`src/sbe_pkg.sv`:
```
// ----------------------------------------------------------------------------
// sbe_pkg: shared types and constants of the synthesizer BCD bus word encoder
// Holds the request and result structs, the record that passes from the
// converter to the word emitter, queue status and the bus word constants.
// ----------------------------------------------------------------------------
package sbe_pkg;

  // request and result payloads
  typedef struct packed {
    logic [13:0] base_freq;
    logic [26:0] offset_freq;
    logic [1:0]  channel;
    logic        set_both;
  } sbe_req_t;

  typedef struct packed {
    logic [15:0] bus_word;
    logic        last_word;
  } sbe_res_t;

  // converted transaction, front to back
  typedef struct packed {
    logic [27:0] ofs_bcd;   // seven BCD digits of offset / 10
    logic [15:0] main_bcd;  // four BCD digits of the base frequency
    logic        dec_sel;   // decoupler channel: register pair 2/3
    logic        set_both;
  } sbe_rec_t;

  typedef struct packed {
    logic full;
    logic empty;
  } sbe_qstat_t;

  // channel codes
  localparam logic [1:0] CH_TX  = 2'd1;
  localparam logic [1:0] CH_DEC = 2'd2;

  // bus word fields
  localparam logic [15:0] INIT_PREFIX = 16'ha000;
  localparam logic [15:0] SEQ_PREFIX  = 16'h9000;
  localparam logic [1:0]  INIT_LOW    = 2'b11;
  localparam logic [3:0]  BOARD_ADDR  = 4'd7;

  // divide-by-ten reciprocals
  localparam logic [31:0] RECIP_OFS  = 32'hcccc_cccd;  // >> 35, exact below 2^32
  localparam logic [15:0] RECIP_BASE = 16'hcccd;       // >> 19, exact below 81920

  // converter: one drop step plus seven offset digits
  localparam logic [2:0] STEP_LAST = 3'd7;

  // emitter word indexes
  localparam logic [3:0] IDX_RUN1     = 4'd5;
  localparam logic [3:0] IDX_LAST_ONE = 4'd4;
  localparam logic [3:0] IDX_LAST_TWO = 4'd9;

endpackage

```
`src/sbe_queue.sv`:
```
// ----------------------------------------------------------------------------
// sbe_queue: two-entry record queue
// Decouples the converter from the word emitter.
// ----------------------------------------------------------------------------
module sbe_queue import sbe_pkg::*; (
  input  logic       clk_i,
  input  logic       rst_ni,
  input  logic       push_i,
  input  sbe_rec_t   rec_i,
  input  logic       pop_i,
  output sbe_rec_t   rec_o,
  output sbe_qstat_t stat_o
);

  sbe_rec_t   entry_q [2];
  logic       wr_ptr_q;
  logic       rd_ptr_q;
  logic [1:0] cnt_q;

  assign stat_o.full  = (cnt_q == 2'd2);
  assign stat_o.empty = (cnt_q == 2'd0);
  assign rec_o        = entry_q[rd_ptr_q];

  always_ff @(posedge clk_i or negedge rst_ni) begin
    if (!rst_ni) begin
      wr_ptr_q <= 1'b0;
      rd_ptr_q <= 1'b0;
      cnt_q    <= '0;
    end else begin
      if (push_i) begin
        wr_ptr_q <= ~wr_ptr_q;
      end
      if (pop_i) begin
        rd_ptr_q <= ~rd_ptr_q;
      end
      unique case ({push_i, pop_i})
        2'b10:   cnt_q <= cnt_q + 2'd1;
        2'b01:   cnt_q <= cnt_q - 2'd1;
        default: cnt_q <= cnt_q;
      endcase
    end
  end

  always_ff @(posedge clk_i) begin
    if (push_i) begin
      entry_q[wr_ptr_q] <= rec_i;
    end
  end

endmodule

```
`config.mk`:
```
export PLATFORM = sky130hd
export DESIGN_NAME = sbe_queue
export DESIGN_NICKNAME = d
export VERILOG_FILES = /design/src/sbe_pkg.sv /design/src/sbe_queue.sv
export SDC_FILE = /design/constraint.sdc
export NUM_CORES = 1
export LEC_CHECK = 0
export BUFFER_PORTS_ARGS = -buffer_cell sky130_fd_sc_hd__buf_2
export CORE_UTILIZATION = 25
export CTS_BUF_LIST = sky130_fd_sc_hd__clkbuf_8
export CTS_CLUSTER_DIAMETER = 60
export DETAILED_ROUTE_END_ITERATION = 16
export MAX_ROUTING_LAYER = met4
export PLACE_DENSITY = 0.54
export SETUP_SLACK_MARGIN = 0.05
export SYNTH_ARGS = -nofsm -noshare
export SYNTH_HDL_FRONTEND = slang
export SYNTH_SLANG_ARGS = --single-unit
```
`constraint.sdc`:
```
create_clock -name clk_i -period 8.3 [get_ports clk_i]
set_input_delay 0 -clock clk_i [delete_from_list [all_inputs] [get_ports clk_i]]
set_output_delay 0 -clock clk_i [all_outputs]
set_load 0.1 [all_outputs]
```
==> key figures, run 1 <==
Status
  – Status: completed

STA
  – RSZ-0062 raised after global routing: false
  – Fin crit period: approximately 2100 ps
  – Tightest Pin Transition: 811 ps
  – Max-slew violation count: 0
  – Final setup viols: 0
  – Final clock skew: 3.48 ps
  – Final Hold Fails: 0
  – Total negative slack: 0 ps
  – Top achievable clock speed: 0.473 GHz
  – Period utilization: 0.255
  – Max_slew headroom: 0.459

Floorplan
  – Die H: roughly 120 µm
  – Core area: 0.0140 mm²
  – # rows: 43
  – Boundary pin count: 98
  – Die area: 0.0150 mm²
  – Die Width: 122 µm
  – Initial cell density of the core: 0.258

Hold path
  – Hold Crit Class: in2reg
  – Hold Crit Depth: 2

Cells and area
  – Sequential Area: 0.00286 mm²
  – # diodes: 0
  – Commonest cells after routing, fill and taps aside: buf_2 (97), edfxtp_1 (92), dlygate4sd3_1 (50), mux2_4 (30), mux2_2 (16)
  – Commonest non-fill, non-tap cell in the layout: buf_2
  – Layout net count: 366
  – Synth-to-Final Area Change: 38.1%
  – Share of layout cells above drive strength 1: 0.506
  – Area of the multi-input gates: 719 µm²
  – Fillers: 1336

Global route
  – Initial antenna violation count: 0
  – M2 GR Usage: 0.158
  – Met3 usage: 0.0400
  – Pin count of the biggest net entering global routing: 48
  – First-pass GRT wire length: 10.0 mm
  – Most Crowded Layer GR: met2
  – GRT Total Usage: 0.0954
  – Vias in the first global route: around 2100
  – GR Util met1: 0.0993
  – Grt total ovfl: 0

Drt
  – DRC errors left: 0
  – Drt pass-1 iters: 3
  – Via-to-Cell Ratio: 3.90
  – Antenna-violating nets left: 0
  – Per-cell routed wire length: approximately 13 µm
  – Vias: ~2000
  – Final WL: between 6 and 7 mm
  – Initial drt markers: 129

CTS
  – CTS root buffer: clkbuf_8
  – H-tree depth: 3
  – Post-CTS Setup Repair Bufs: 0
  – CTS tree: yes
  – Clock Tree Buf Depth: 2
  – Num CTS Buffers: 9
  – Clock Sinks: 96
  – Worst skew pair latency: around 360 ps
  – Worst-path clk slew: roughly 90 ps

Yosys
  – Syn nets: 210
  – Gate Count Post-Synth: 159
  – Yosys cell types: 13
  – Mapped Area: around 0.0036 mm²
  – Mean Syn Cell Area: 22.8 µm²
  – Sequential share of the synthesized area: 0.789
  – Yosys Warn Count: 0
  – FF+latch count, synth: 96

Critical path
  – Critical path startpoint category: flip-flop
  – Worst r2r path cells: 2
  – WP data arrival: 2110 ps
  – WP depth: 3
  – Worst Path Required: about 8300 ps
  – Worst path max stage delay: 630 ps
  – Slowest cell on the critical path: buf_4
  – Delay-heaviest family, CP: buffers and inverters
  – Crit-path cells: buf_4, mux2_2, buf_2
  – Worst setup path category: reg2out
  – CP Buf/Inv Count: 2
  – CP Capture Type: primary output
  – Worst Path Max Fanout: 47

Flow run
  – Maxcap violations: 0

Placed design
  – Port Buf Inserts: 97
  – Detailed Place HPWL: 3.97 mm
  – RePlAce Congestion: roughly 0.64
-- worst reg2reg max path: cells and delay by family, from the launching register on --
family | cells | cell delay [ps]
AND/OR/NAND/NOR | 1 | 580
flip-flops | 1 | 430
buffers and inverters | 1 | 450
-- cells in the mapped netlist --
cell | number | area [µm²]
mux2_4 | 30 | 450
nor2_1 | 3 | 11.3
buf_2 | 1 | 5.00
and2_1 | 1 | 6.26
mux2_2 | 16 | 180
edfxtp_1 | 92 | 2760
inv_1 | 1 | 3.75
ha_1 | 1 | 12.5
dfrtp_1 | 4 | 100
xnor2_1 | 2 | 17.5
nor2b_1 | 1 | 6.26
buf_6 | 4 | 45.0
xor2_1 | 3 | 26.3
-- routing by layer --
layer / share of wire / vias up / routed length [µm]
li1: - / 932 / -
met1: 0.42 / 932 / 2740
met2: 0.49 / 76 / 3180
met3: 0.066 / 10 / 429
met4: 0.018 / 0 / 116
met5: 0 / - / 0
-- flip-flops by register name, indices dropped and copies added, names as in the netlist --
signal    cells
entry_q      92
rd_ptr_q      1
wr_ptr_q      1
cnt_q         2
-- stage by stage --
stage / setup slack [ps] / util / instances / hold slack (ps) / cell area, µm²
after floorplan: 5510 / - / 159 / -296 / 3630
after global placement: 6450 / 0.308 / 434 / -192 / 4320
after detailed placement: 6440 / 0.308 / 434 / -189 / 4320
after CTS: 6090 / 0.357 / 500 / 320 / 5010
after global routing: 6030 / 0.357 / 500 / 331 / 5010
final: 6190 / 0.357 / 500 / 357 / 5010
-- cell families (layout without fill, tap and decap cells) --
logic type                 after synthesis  in the layout  synth area share
and+or+nand+nor                          5              5           0.00656
adders and majority gates                1              1           0.00345
DFF                                     96             96             0.789
muxes                                   46             46             0.174
buffers and inverters                    6            167            0.0148
xor gates and xnor gates                 5              5            0.0121
-- what timing repair did --
action,CTS,global route
hold buffers,50,0
gates resized for setup,0,0
hold endpoints to repair,99,0
-- cell type report --
class,instances,share of cell area
Sequential cell,96,0.572
Clock inverter,7,0.0127
Inverter,1,0.000749
Tap cell,180,0.0450
Clock buffer,9,0.0247
Multi-Input combinational cell,57,0.144
Timing Repair Buffer,150,0.201
-- final timing paths --
check	from	to	slack (ps)
setup reg to reg	wr_ptr_q	entry_q[0][32]	6490
hold / removal	rec_i[16]	entry_q[0][16]	360
hold reg to reg	cnt_q[1]	cnt_q[1]	530
min in group asynchronous	rst_ni	cnt_q[0]	520
max in group asynchronous	rst_ni	rd_ptr_q	7590
setup / recovery	rd_ptr_q	rec_o[44]	6190
Power of run 1 is left out: the tool's default activity adds up to more than one toggle a clock period on the data nets, which glitch-free logic cannot reach.
==> inputs of run 2 (changes only) <==
--- a/config.mk
+++ b/config.mk
@@ -11,7 +11,7 @@
 export CTS_CLUSTER_DIAMETER = 60
 export DETAILED_ROUTE_END_ITERATION = 16
 export MAX_ROUTING_LAYER = met4
-export PLACE_DENSITY = 0.54
+export PLACE_DENSITY = 0.56
 export SETUP_SLACK_MARGIN = 0.05
 export SYNTH_ARGS = -nofsm -noshare
 export SYNTH_HDL_FRONTEND = slang
==> constraint.sdc (replaced) <==
create_clock -name clk_i -period 1.8 [get_ports clk_i]
set_input_delay 0 -clock clk_i [delete_from_list [all_inputs] [get_ports clk_i]]
set_output_delay 0 -clock clk_i [all_outputs]
set_load 0.1 [all_outputs]
==> run 2 against run 1 <==
  * Worst hold slack gained 0.55 ps
  * Routed wire length rose by 3.1%
  * Worst setup slack got worse by 6100 ps
  * Cell count rose by 0.20%
  * Core utilization is 3.7 points higher
  * Design area increased by 10%
  * Clock skew up 1.6 ps
  * Global-route usage increased by 0.35 points
  * Die area did not move
  * Critical path depth unchanged
  * Count of clock-buffer cells in the layout unchanged
  * Largest cell class unchanged
  * Highest routed layer unchanged
==> key figures, run 2 (same netlist as run 1, synthesis figures left out) <==
Floorplan
  – # rows: 43
  – Boundary pin count: 98
  – Die area: 0.0150 mm²
  – Core area: ~0.014 mm²
  – Initial cell density of the core: 0.258
  – Die H: 122 µm
  – Die Width: 122 µm

CTS
  – Clock Tree Buf Depth: 2
  – Post-CTS Setup Repair Bufs: 0
  – Worst-path clk slew: ~80 ps
  – Clock Sinks: 96
  – Num CTS Buffers: 9
  – H-tree depth: 3
  – Worst skew pair latency: 360 ps
  – CTS root buffer: clkbuf_8
  – CTS tree: yes

STA
  – Max_slew headroom: 0.669
  – Period utilization: 0.945
  – Top achievable clock speed: between 0.5 and 0.6 GHz
  – Final setup viols: 0
  – Max-slew violation count: 0
  – Final clock skew: 5.09 ps
  – Fin crit period: between 1500 and 2000 ps
  – Final Hold Fails: 0
  – Total negative slack: 0 ps
  – Tightest Pin Transition: 500 ps
  – RSZ-0062 raised after global routing: true

Cells and area
  – Biggest regs: entry_q (92), cnt_q (2)
  – Commonest cells after routing, fill and taps aside: edfxtp_1 (92), buf_2 (67), dlygate4sd3_1 (50), mux2_4 (30), buf_12 (30)
  – # diodes: 0
  – Share of layout cells above drive strength 1: 0.505
  – Largest Register: entry_q
  – Commonest non-fill, non-tap cell in the layout: edfxtp_1
  – Synth-to-Final Area Change: 52.4%
  – Max reg flops: 92
  – Layout net count: 367
  – Fillers: approximately 1300
  – Sequential Area: 0.00286 mm²
  – Area of the multi-input gates: slightly above 700 µm²

Drt
  – DRC errors left: 0
  – Initial drt markers: 79
  – Via-to-Cell Ratio: slightly below 4
  – Vias: 1950
  – Final WL: ~6.7 mm
  – Per-cell routed wire length: around 13 µm
  – Drt pass-1 iters: 6
  – Antenna-violating nets left: 0

Global route
  – Vias in the first global route: about 2000
  – First-pass GRT wire length: 10.3 mm
  – Pin count of the biggest net entering global routing: 47
  – GRT Total Usage: 0.0989
  – Initial antenna violation count: 0
  – Grt total ovfl: 0

Hold path
  – Hold Crit Depth: 2
  – Hold Crit Class: in2reg

Critical path
  – WP data arrival: 1700 ps
  – CP Buf/Inv Count: 2
  – WP depth: 3
  – Critical path startpoint category: flip-flop
  – Worst r2r path cells: 2
  – Worst Path Max Fanout: 23
  – Worst setup path category: reg2out
  – CP Capture Type: primary output
  – Worst Path Required: 1800 ps
  – Crit-path cells: bufbuf_16, mux2_2, buf_12
  – Worst path max stage delay: 420 ps
  – Slowest cell on the critical path: dfrtp_2
  – Delay-heaviest family, CP: buffers and inverters

Placed design
  – Port Buf Inserts: 97
  – RePlAce Congestion: 0.640
  – Detailed Place HPWL: 3.83 mm

Flow run
  – Maxcap violations: 0

Status
  – Status: completed
[run 2: cell count changes in the layout (fill, tap and decap cells not counted), moves of 2 or more]
cell        before  now
buf_4            3    0
clkinvlp_4       3    0
buf_12           0   30
clkbuf_4         0    2
buf_2           97   67
[run 2: metrics by stage]
step	hold slack (ps)	instance area (µm²)	util	std cells	worst slack, ps
after floorplan	-296	3640	-	159	109
after global placement	-191	4780	0.340	434	451
after detailed placement	-185	4780	0.340	434	443
after CTS	319	5520	0.393	501	27.5
after global routing	331	5530	0.394	501	12.4
final	358	5530	0.394	501	98.7
[run 2: path summary, 6_finish.rpt]
kind / start / endpoint / slack, ps
max in group asynchronous: rst_ni / rd_ptr_q / 1080
hold reg to reg: cnt_q[1] / cnt_q[1] / 490
setup / recovery: rd_ptr_q / rec_o[36] / 100
min in group asynchronous: rst_ni / cnt_q[1] / 540
setup reg to reg: wr_ptr_q / entry_q[1][19] / 560
hold / removal: rec_i[12] / entry_q[0][12] / 360
[run 2: final cells by class]
type,count,area share
inverter,1,0.000679
multi-input combinational,57,0.131
clock buffer,9,0.0224
timing repair buffer,151,0.273
tap,180,0.0407
sequential,96,0.518
clock inverter,7,0.0143
[run 2: routing by layer]
metal / wire length, µm / vias up / track usage / share of wire
met1: 2870 / 947 / 0.117 / 0.43
met4: 99 / 0 / 0.0457 / 0.015
met5: 0 / - / - / 0
met2: 3360 / 61 / 0.150 / 0.50
li1: - / 932 / - / -
met3: 340 / 10 / 0.0362 / 0.051
[run 2: worst reg2reg max path: cells and delay by family, from the launching register on]
family | cells | cell delay, ps
flops | 1 | 420
simple gates | 1 | 190
buf+inv | 1 | 250
[run 2: what timing repair did]
item | CTS | global route
hold buffers | 50 | 0
hold endpoints to repair | 99 | 0
gates resized for setup | 1 | 2
endpoints found under the setup margin | 13 | 10
cloned | 1 | 0
Power of run 2 is left out for the same reason.
