**src/sbe_pkg.sv**
```systemverilog
// ----------------------------------------------------------------------------
// sbe_pkg: shared types and constants of the synthesizer BCD bus word encoder
// Holds the request and result structs, the record that passes from the
// converter to the word emitter, queue status and the bus word constants.
// ----------------------------------------------------------------------------
package sbe_pkg;

  // request and result payloads
  typedef struct packed {
    logic [13:0] base_freq;
    logic [26:0] offset_freq;
    logic [1:0]  channel;
    logic        set_both;
  } sbe_req_t;

  typedef struct packed {
    logic [15:0] bus_word;
    logic        last_word;
  } sbe_res_t;

  // converted transaction, front to back
  typedef struct packed {
    logic [27:0] ofs_bcd;   // seven BCD digits of offset / 10
    logic [15:0] main_bcd;  // four BCD digits of the base frequency
    logic        dec_sel;   // decoupler channel: register pair 2/3
    logic        set_both;
  } sbe_rec_t;

  typedef struct packed {
    logic full;
    logic empty;
  } sbe_qstat_t;

  // channel codes
  localparam logic [1:0] CH_TX  = 2'd1;
  localparam logic [1:0] CH_DEC = 2'd2;

  // bus word fields
  localparam logic [15:0] INIT_PREFIX = 16'ha000;
  localparam logic [15:0] SEQ_PREFIX  = 16'h9000;
  localparam logic [1:0]  INIT_LOW    = 2'b11;
  localparam logic [3:0]  BOARD_ADDR  = 4'd7;

  // divide-by-ten reciprocals
  localparam logic [31:0] RECIP_OFS  = 32'hcccc_cccd;  // >> 35, exact below 2^32
  localparam logic [15:0] RECIP_BASE = 16'hcccd;       // >> 19, exact below 81920

  // converter: one drop step plus seven offset digits
  localparam logic [2:0] STEP_LAST = 3'd7;

  // emitter word indexes
  localparam logic [3:0] IDX_RUN1     = 4'd5;
  localparam logic [3:0] IDX_LAST_ONE = 4'd4;
  localparam logic [3:0] IDX_LAST_TWO = 4'd9;

endpackage

```
**src/sbe_back.sv**
```systemverilog
// ----------------------------------------------------------------------------
// sbe_back: bus word emitter
// Takes one record from the queue and sends its five or ten bus words, one
// per cycle, through a registered output.
// ----------------------------------------------------------------------------
module sbe_back import sbe_pkg::*; (
  input  logic       clk_i,
  input  logic       rst_ni,
  input  sbe_rec_t   rec_i,
  input  sbe_qstat_t qstat_i,
  output logic       pop_o,
  output logic       strobe_o,
  output sbe_res_t   res_o
);

  sbe_rec_t    cur_q;
  logic        active_q;
  logic [3:0]  idx_q;
  logic        strobe_q;
  sbe_res_t    res_q;

  logic        run;
  logic [2:0]  pos;
  logic [1:0]  byte_sel;
  logic [31:0] data32;
  logic [7:0]  data_byte;
  logic [1:0]  reg_sel;
  logic        is_last;
  logic [15:0] word;

  assign run       = (idx_q >= IDX_RUN1);
  assign pos       = run ? 3'(idx_q - IDX_RUN1) : idx_q[2:0];
  assign byte_sel  = 2'(pos - 3'd1);
  assign data32    = run ? ~{cur_q.main_bcd, 16'h0000} : {4'h0, cur_q.ofs_bcd};
  assign data_byte = data32[{byte_sel, 3'b000} +: 8];
  assign reg_sel   = {cur_q.dec_sel, run};
  assign is_last   = cur_q.set_both ? (idx_q == IDX_LAST_TWO) : (idx_q == IDX_LAST_ONE);

  always_comb begin
    if (pos == 3'd0) begin
      word = INIT_PREFIX | {4'h0, BOARD_ADDR, 8'h00} | {12'h000, reg_sel, INIT_LOW};
    end else begin
      word = SEQ_PREFIX | {4'h0, BOARD_ADDR, data_byte};
    end
  end

  assign pop_o    = !qstat_i.empty && (!active_q || is_last);
  assign strobe_o = strobe_q;
  assign res_o    = res_q;

  always_ff @(posedge clk_i or negedge rst_ni) begin
    if (!rst_ni) begin
      active_q <= 1'b0;
      idx_q    <= '0;
      strobe_q <= 1'b0;
    end else begin
      strobe_q <= active_q;
      if (pop_o) begin
        active_q <= 1'b1;
        idx_q    <= '0;
      end else if (active_q && is_last) begin
        active_q <= 1'b0;
      end else if (active_q) begin
        idx_q    <= idx_q + 4'd1;
      end
    end
  end

  always_ff @(posedge clk_i) begin
    if (pop_o) begin
      cur_q <= rec_i;
    end
    res_q.bus_word  <= word;
    res_q.last_word <= is_last;
  end

endmodule

```
**config.mk**
```make
export PLATFORM = sky130hd
export DESIGN_NAME = sbe_back
export DESIGN_NICKNAME = d
export VERILOG_FILES = /design/src/sbe_pkg.sv /design/src/sbe_back.sv
export SDC_FILE = /design/constraint.sdc
export NUM_CORES = 1
export LEC_CHECK = 0
export ABC_AREA = 1
export BUFFER_PORTS_ARGS = -buffer_cell sky130_fd_sc_hd__buf_2
export CORE_AREA = 4 4 86 88
export CTS_CLUSTER_SIZE = 30
export DETAILED_ROUTE_END_ITERATION = 8
export DIE_AREA = 0 0 90 92
export GPL_ROUTABILITY_DRIVEN = 0
export HOLD_SLACK_MARGIN = 0.05
export RECOVER_POWER = 100
export SYNTH_ARGS = -nofsm -noshare
export SYNTH_HDL_FRONTEND = slang
export SYNTH_SLANG_ARGS = --single-unit
```
**constraint.sdc**
```tcl
create_clock -name clk_i -period 4.1 [get_ports clk_i]
set_input_delay 0.41 -clock clk_i [delete_from_list [all_inputs] [get_ports clk_i]]
set_output_delay 0.41 -clock clk_i [all_outputs]
set_load 0.02 [all_outputs]
```
==> summary.txt, run 1 <==
DIE HEIGHT = 92 µm
Most used routing layer = met2
Cell family with the largest share of critical-path delay = simple AND/OR/NAND/NOR gates
Worst hold path type = input port to flip-flop
Maxcap violations = 0
Initial antenna violation count = 0
Crit end category = flip-flop
PwrDens = 841 nW/µm²
Crit Reg-Reg Startpoint = idx_q[0]
Setup TNS Final = 0 ps
Seq/Total Area, Yosys = 68.3%
Placed insts = 355
Cell-internal power = 1.46 mW
Net Sw Frac = 43.2%
DR pass1 iterations = 4
Post-DR vias/cell = 4.59
Most used flip-flop cell after synthesis = edfxtp_1
Post-Route WL = 4.79 mm
Count leader, synth = nand2_1
DR WL/cell = 12.9 µm
# setup viols final = 0
Commonest cells post-synth = nand2_1 (52), edfxtp_1 (46), nor2_1 (14)
H-Tree Depth = 3
TritonCTS clock tree = done
Die width = 90 µm
CTS resizes = 0
Tot Pwr = 2.58 mW
RSZ-0062 raised after global routing = false
Hold depth = 1
Post-synth EDFFs = 46
Clk pwr share = 17.9%
Yosys top cell area share = 53.9%
Area contributors post-synth = edfxtp_1 (54%), dfxtp_1 (8.6%), nand2_1 (7.6%), dfrtp_1 (5.9%), nor2_1 (2.0%)
CP max stage delay = 690 ps
Post-Synthesis Cell Area = 2560 µm²
Die area = 8280 µm²
R2R Path End = res_o[7]
CP arrival = 3590 ps
Clock skew = 8.85 ps
Max Slew Vio Count = 0
Slew headroom = 61.3%
Worst skew pair latency = 340 ps
Clock Pin Slew Worst Setup and Hold Paths = 70 ps
LEAKAGE = 1.29 nW
Worst Path Required = 4320 ps
Clock tree buffer depth = 2
Worst path bufs/invs = 3
Yosys warns = 0
Hold path start = rec_i[7]
# rows = 30
Final core occ = 46.1%
Initial Util = 38.6%
Yosys reg bits = 63
# diodes = 0
ANT nets after route = 0
Clock Sinks = 63
Psw = 1.11 mW
Grt met3 use = 6.32%
VDD IR-drop max = 0.414 mV
Boundary Pins = 69
Period utilisation layout = 82.1%
Status = completed
First-pass GRT wire length = 7.68 mm
Worst Reg-to-Reg Cells = 13
CP dominant cell by count = inv_1
Finished Layout Cells = 372
Pre-CTS setup slack = 1040 ps
GR Overflow Total = 0
Total number of vias = 1707
Number of filler cells placed in the layout = 651
Yosys top cell by area = edfxtp_1
Post-layout min period = 3370 ps
Yosys cell types = 28
Flop pwr share = 37.3%
M2 GR Usage = 20.0%
Logic gate share of total power = 44.8%
Number of remaining DRC errors = 0
CP Class = flip-flop to flip-flop
Max Clock Freq = 0.297 GHz
Crit-path cells = inv_1 -> ha_1 -> inv_1 -> nand2_2 -> nand3_1 -> nand2_4 -> nand2_1 -> ha_1 -> o21ai_0 -> a31oi_4 -> inv_1 -> o21ai_0 -> nor2_1
Hold Path Sink = cur_q[7]
Layout cells sized above 1 = 27.1%
Crit path max fanout = 15
Net count, final = 341
Syn_area_per_cell = 11.8 µm²
Worst setup SP type = flip-flop
Critical-path top delay cell = dfrtp_1
Root buffer cell = clkbuf_8
R2R setup slack = 730 ps
GR Util met1 = 13.8%
DP HPWL = 3.42 mm
Final Hold Vio Count = 0
Worst slew pin tran = 580 ps
Area added between synthesis and finish = 19.5%
GRT Overall Usage = 12.1%
Final Worst Setup Slack = 734 ps
IO Port Bufs = 61
Synth Instances = 218
Vias in the first global route = 1694
1st-iter DRT viols = 71
CTS Buf Count = 9
Ys async rst share = 9.52%
Largest net degree at the start of global routing = 48
Core box area = 6640 µm²
[repair_timing]
action	4_1_cts	5_1_grt
hold endpoints to repair	6	0
setup endpoints to repair	0	0
setup buffers	0	0
hold buffers	1	0
[registers in the layout (all words and copies together) (netlist names)]
name and flops:
idx_q 4, active_q 1, cur_q 46, strobe_o 1
res_o 11
[layout make-up]
type / instances / area [µm²] / share of cell area (%)
Sequential cell: 63 / 1750 / 57.2
Multi-Input combinational cell: 132 / 657 / 21.4
Timing Repair Buffer: 63 / 305 / 9.97
Clock buffer: 10 / 128 / 4.17
Tap cell: 80 / 100 / 3.27
Inverter: 18 / 75.1 / 2.45
Clock inverter: 6 / 46.3 / 1.51
[layout by cell type (no fill, tap or decap)]
| cell type | count |
|---|---|
| clkinv_4 | 2 |
| conb_1 | 6 |
| dfrtp_1 | 6 |
| nand2_4 | 1 |
| xor2_1 | 2 |
| inv_2 | 2 |
| clkbuf_1 | 15 |
| nand3_1 | 11 |
| edfxtp_1 | 46 |
| a21oi_1 | 8 |
| clkinvlp_4 | 2 |
| clkinv_1 | 1 |
| inv_1 | 13 |
| o21ai_2 | 4 |
| nand4_1 | 2 |
| dfxtp_1 | 11 |
| clkbuf_8 | 9 |
| a31oi_4 | 1 |
| dlygate4sd3_1 | 1 |
| o21ai_0 | 12 |
| o21a_1 | 1 |
| nand2_1 | 54 |
| inv_6 | 2 |
| buf_4 | 1 |
| clkinv_2 | 1 |
| o22ai_1 | 1 |
| ha_1 | 4 |
| nand2_2 | 6 |
| buf_2 | 47 |
| o21ai_1 | 5 |
| inv_4 | 1 |
| nor2_1 | 14 |
[through the flow]
stage	hold slack, ps	area (µm²)
5_1_grt	218	3060
3_3_place_gp	240	2920
2_1_floorplan	114	2580
4_1_cts	229	3110
6_report	243	3060
3_5_place_dp	242	2920
[layer usage]
metal	part of all wire, %	vias to the layer above	wire length, µm
met2	47	65	2240
met4	0.82	0	39
li1	-	861	-
met5	0	-	0
met3	8.0	4	382
met1	44	777	2130
[kinds of logic after synthesis]
group                      share of synthesized area, %
and+or+nand+nor                                    15.4
other                                             0.293
adders and majority gates                          1.95
AOI/OAI and AO/OA                                  7.76
xor gates and xnor gates                          0.683
buffers and inverters                              5.61
DFF                                                68.3
[worst max path at each step]
stage / startpoint / endpoint / slack (ps) / cells past startpoint
2_1_floorplan: idx_q[0] / pop_o / 1620 / 6
3_3_place_gp: idx_q[0] / res_o[3] / 1070 / 14
3_5_place_dp: idx_q[0] / res_o[3] / 1040 / 14
4_1_cts: idx_q[0] / pop_o / 890 / 8
5_1_grt: idx_q[0] / res_o[3] / 340 / 14
6_report: idx_q[0] / res_o[7] / 730 / 13
[power groups by stage]
| stage | Combinational [mW] | Sequential (mW) | Clock, mW |
|---|---|---|---|
| after detailed placement | 1.23 | 0.971 | 0 |
| after global routing | 1.34 | 0.976 | 0.506 |
| after floorplan | 0.877 | 1.02 | 0 |
| after global placement | 1.21 | 0.972 | 0 |
| after CTS | 1.23 | 0.961 | 0.476 |
| final | 1.15 | 0.960 | 0.462 |
(Power assumes the default switching activity.)
==> inputs of run 2 (changes only) <==
clock period = 3 ns   (was 4.1 ns; I/O delays follow)
==> summary.txt, run 2 (synthesis results as in run 1) <==
Worst Reg-to-Reg Cells = 14 (+1)
Crit Reg-Reg Startpoint = idx_q[0]
FF/Latch Area = 1750 µm² (unchanged)
Commonest cells after routing, fill and taps aside = nand2_1 (54), buf_2 (47), edfxtp_1 (46)
Worst skew pair latency = 330 ps (about the same)
Status = completed
Number of filler cells placed in the layout = 650 (-0.15%)
R2R Path End = res_o[3]
Crit path max fanout = 10 (-5)
Initial Util = 38.6% (unchanged)
Most common cell after layout, fill and taps aside = nand2_1
Clock skew = 7.70 ps (-1.15 ps)
Boundary Pins = 69 (unchanged)
Logic gate share of total power = 45.2% (+0.4 points)
Final Worst Setup Slack = 365 ps (-369 ps)
Cell-internal power = 2.11 mW (+44%)
Post-DR vias/cell = 4.54 (-1.1%)
Vias in the first global route = 1813 (+7.0%)
Root buffer cell = clkbuf_8
GR Overflow Total = 0 (unchanged)
Max Slew Vio Count = 0 (unchanged)
DP Area = 2950 µm² (+0.77%)
DIE HEIGHT = 92 µm (unchanged)
Clk pwr share = 19.4% (+1.5 points)
Flop pwr share = 35.5% (-1.8 points)
Fin area = 3120 µm² (+1.9%)
CTS resizes = 0 (unchanged)
H-Tree Depth = 3 (unchanged)
Finished Layout Cells = 375 (+0.81%)
VDD IR-drop max = 0.586 mV (+41%)
Number of remaining DRC errors = 0 (unchanged)
Crit path capture = res_o[3]
PwrDens = 1170 nW/µm² (+39%)
Psw = 1.55 mW (+39%)
ANT nets after route = 0 (unchanged)
DP HPWL = 3.62 mm (+5.9%)
Layout cells sized above 1 = 28.1% (+1.1 points)
Slew headroom = 65.2% (+3.9 points)
Initial antenna violation count = 0 (unchanged)
DR WL/cell = 13.2 µm (+3.0%)
Worst Path Required = 3230 ps (-1090 ps)
Area added between synthesis and finish = 21.8%
DR pass1 iterations = 4 (unchanged)
Post-Route WL = 4.97 mm (+3.8%)
GRT Overall Usage = 12.9% (+0.80 points)
Net Sw Frac = 42.4% (-0.85 points)
Clock Sinks = 63 (unchanged)
Final Hold Vio Count = 0 (unchanged)
Largest net degree at the start of global routing = 21 (-56%)
Worst hold path type = input port to flip-flop
Crit end category = flip-flop
Total number of vias = 1702 (-0.29%)
CP arrival = 2860 ps (-730 ps)
Max Clock Freq = 0.380 GHz (+28%)
R2R setup slack = 360 ps (-370 ps)
Placed insts = 358 (+0.85%)
Period utilisation layout = 87.8% (+5.7 points)
Post-layout min period = 2640 ps (-731 ps)
RSZ-0062 raised after global routing = false
LEAKAGE = 1.32 nW (+2.0%)
Max reg flops = 46 (unchanged)
Die width = 90 µm (unchanged)
Core box area = 6640 µm² (unchanged)
# rows = 30 (unchanged)
Clock Pin Slew Worst Setup and Hold Paths = 70 ps (about the same)
CTS Buf Count = 9 (unchanged)
Area of the multi-input gates = 674 µm² (+2.7%)
TritonCTS clock tree = done
Hold path start = rec_i[38]
Net count, final = 344 (+0.88%)
1st-iter DRT viols = 47 (-34%)
Largest Register = cur_q
Pre-CTS setup slack = 401 ps (-642 ps)
Die area = 8280 µm² (unchanged)
Final core occ = 47.0% (+0.89 points)
Worst slew pin tran = 522 ps (-58.3 ps)
Worst setup SP type = flip-flop
# setup viols final = 0 (unchanged)
CP Class = flip-flop to flip-flop
# diodes = 0 (unchanged)
First-pass GRT wire length = 8.16 mm (+6.2%)
Maxcap violations = 0 (unchanged)
Worst setup path start = idx_q[0]
IO Port Bufs = 61 (unchanged)
Clock tree buffer depth = 2 (unchanged)
Setup TNS Final = 0 ps (unchanged)
==> run 2: cell type report <==
type                    count  area share [%]
clock buffers               9            3.97
clock inverters             7            2.36
inverters                  18            2.40
multi-input cells         132            21.6
flip-flops and latches     63            56.1
well taps                  80            3.21
repair buffers             66            10.3
==> run 2: critical path: stages (launching register included) <==
cell and delay [ps]:
dfrtp_1 570, inv_1 110, ha_1 210, inv_1 120, nand2_1 140, nand3_4 180
nand2_4 120, nand2_4 100, ha_1 310, inv_1 240, o21ai_0 130, nor2_1 110
nand2_1 80, nand3_1 70, nand2_1 50
==> run 2: what timing repair did <==
item,4_1_cts,5_1_grt
hold buffers,1,0
setup endpoints to repair,0,0
hold endpoints to repair,6,0
buffers inserted,0,0
==> run 2: per-layer routing <==
metal  wire, µm  vias to the layer above  global-route usage [%]
met5          0                        -                       0
met4         61                        0                    6.12
met3        400                        6                    4.92
met2       2320                       66                    21.5
met1       2180                      762                    14.8
li1           -                      868                       -
==> run 2: per-stage QoR <==
| step | total power [mW] | hold slack, ps |
|---|---|---|
| 2_1_floorplan | 2.59 | 4.41 |
| 3_3_place_gp | 3.01 | 129 |
| 3_5_place_dp | 3.03 | 132 |
| 4_1_cts | 3.76 | 122 |
| 5_1_grt | 3.98 | 116 |
| 6_report | 3.66 | 138 |
==> run 2: worst min path at each step <==
stage / to / slack (ps) / cells after the start
after global placement: strobe_o / 130 / 1
after detailed placement: strobe_o / 130 / 1
final: cur_q[38] / 140 / 1
after global routing: cur_q[40] / 120 / 1
after CTS: cur_q[23] / 120 / 1
after floorplan: active_q / 4 / 0
==> run 2: power groups by stage <==
stage | clock network (mW) | logic [mW] | registers, mW
finish | 0.709 | 1.65 | 1.30
detailed placement | 0 | 1.72 | 1.31
floorplan | 0 | 1.20 | 1.39
global route | 0.768 | 1.89 | 1.32
CTS | 0.727 | 1.73 | 1.30
global placement | 0 | 1.70 | 1.31
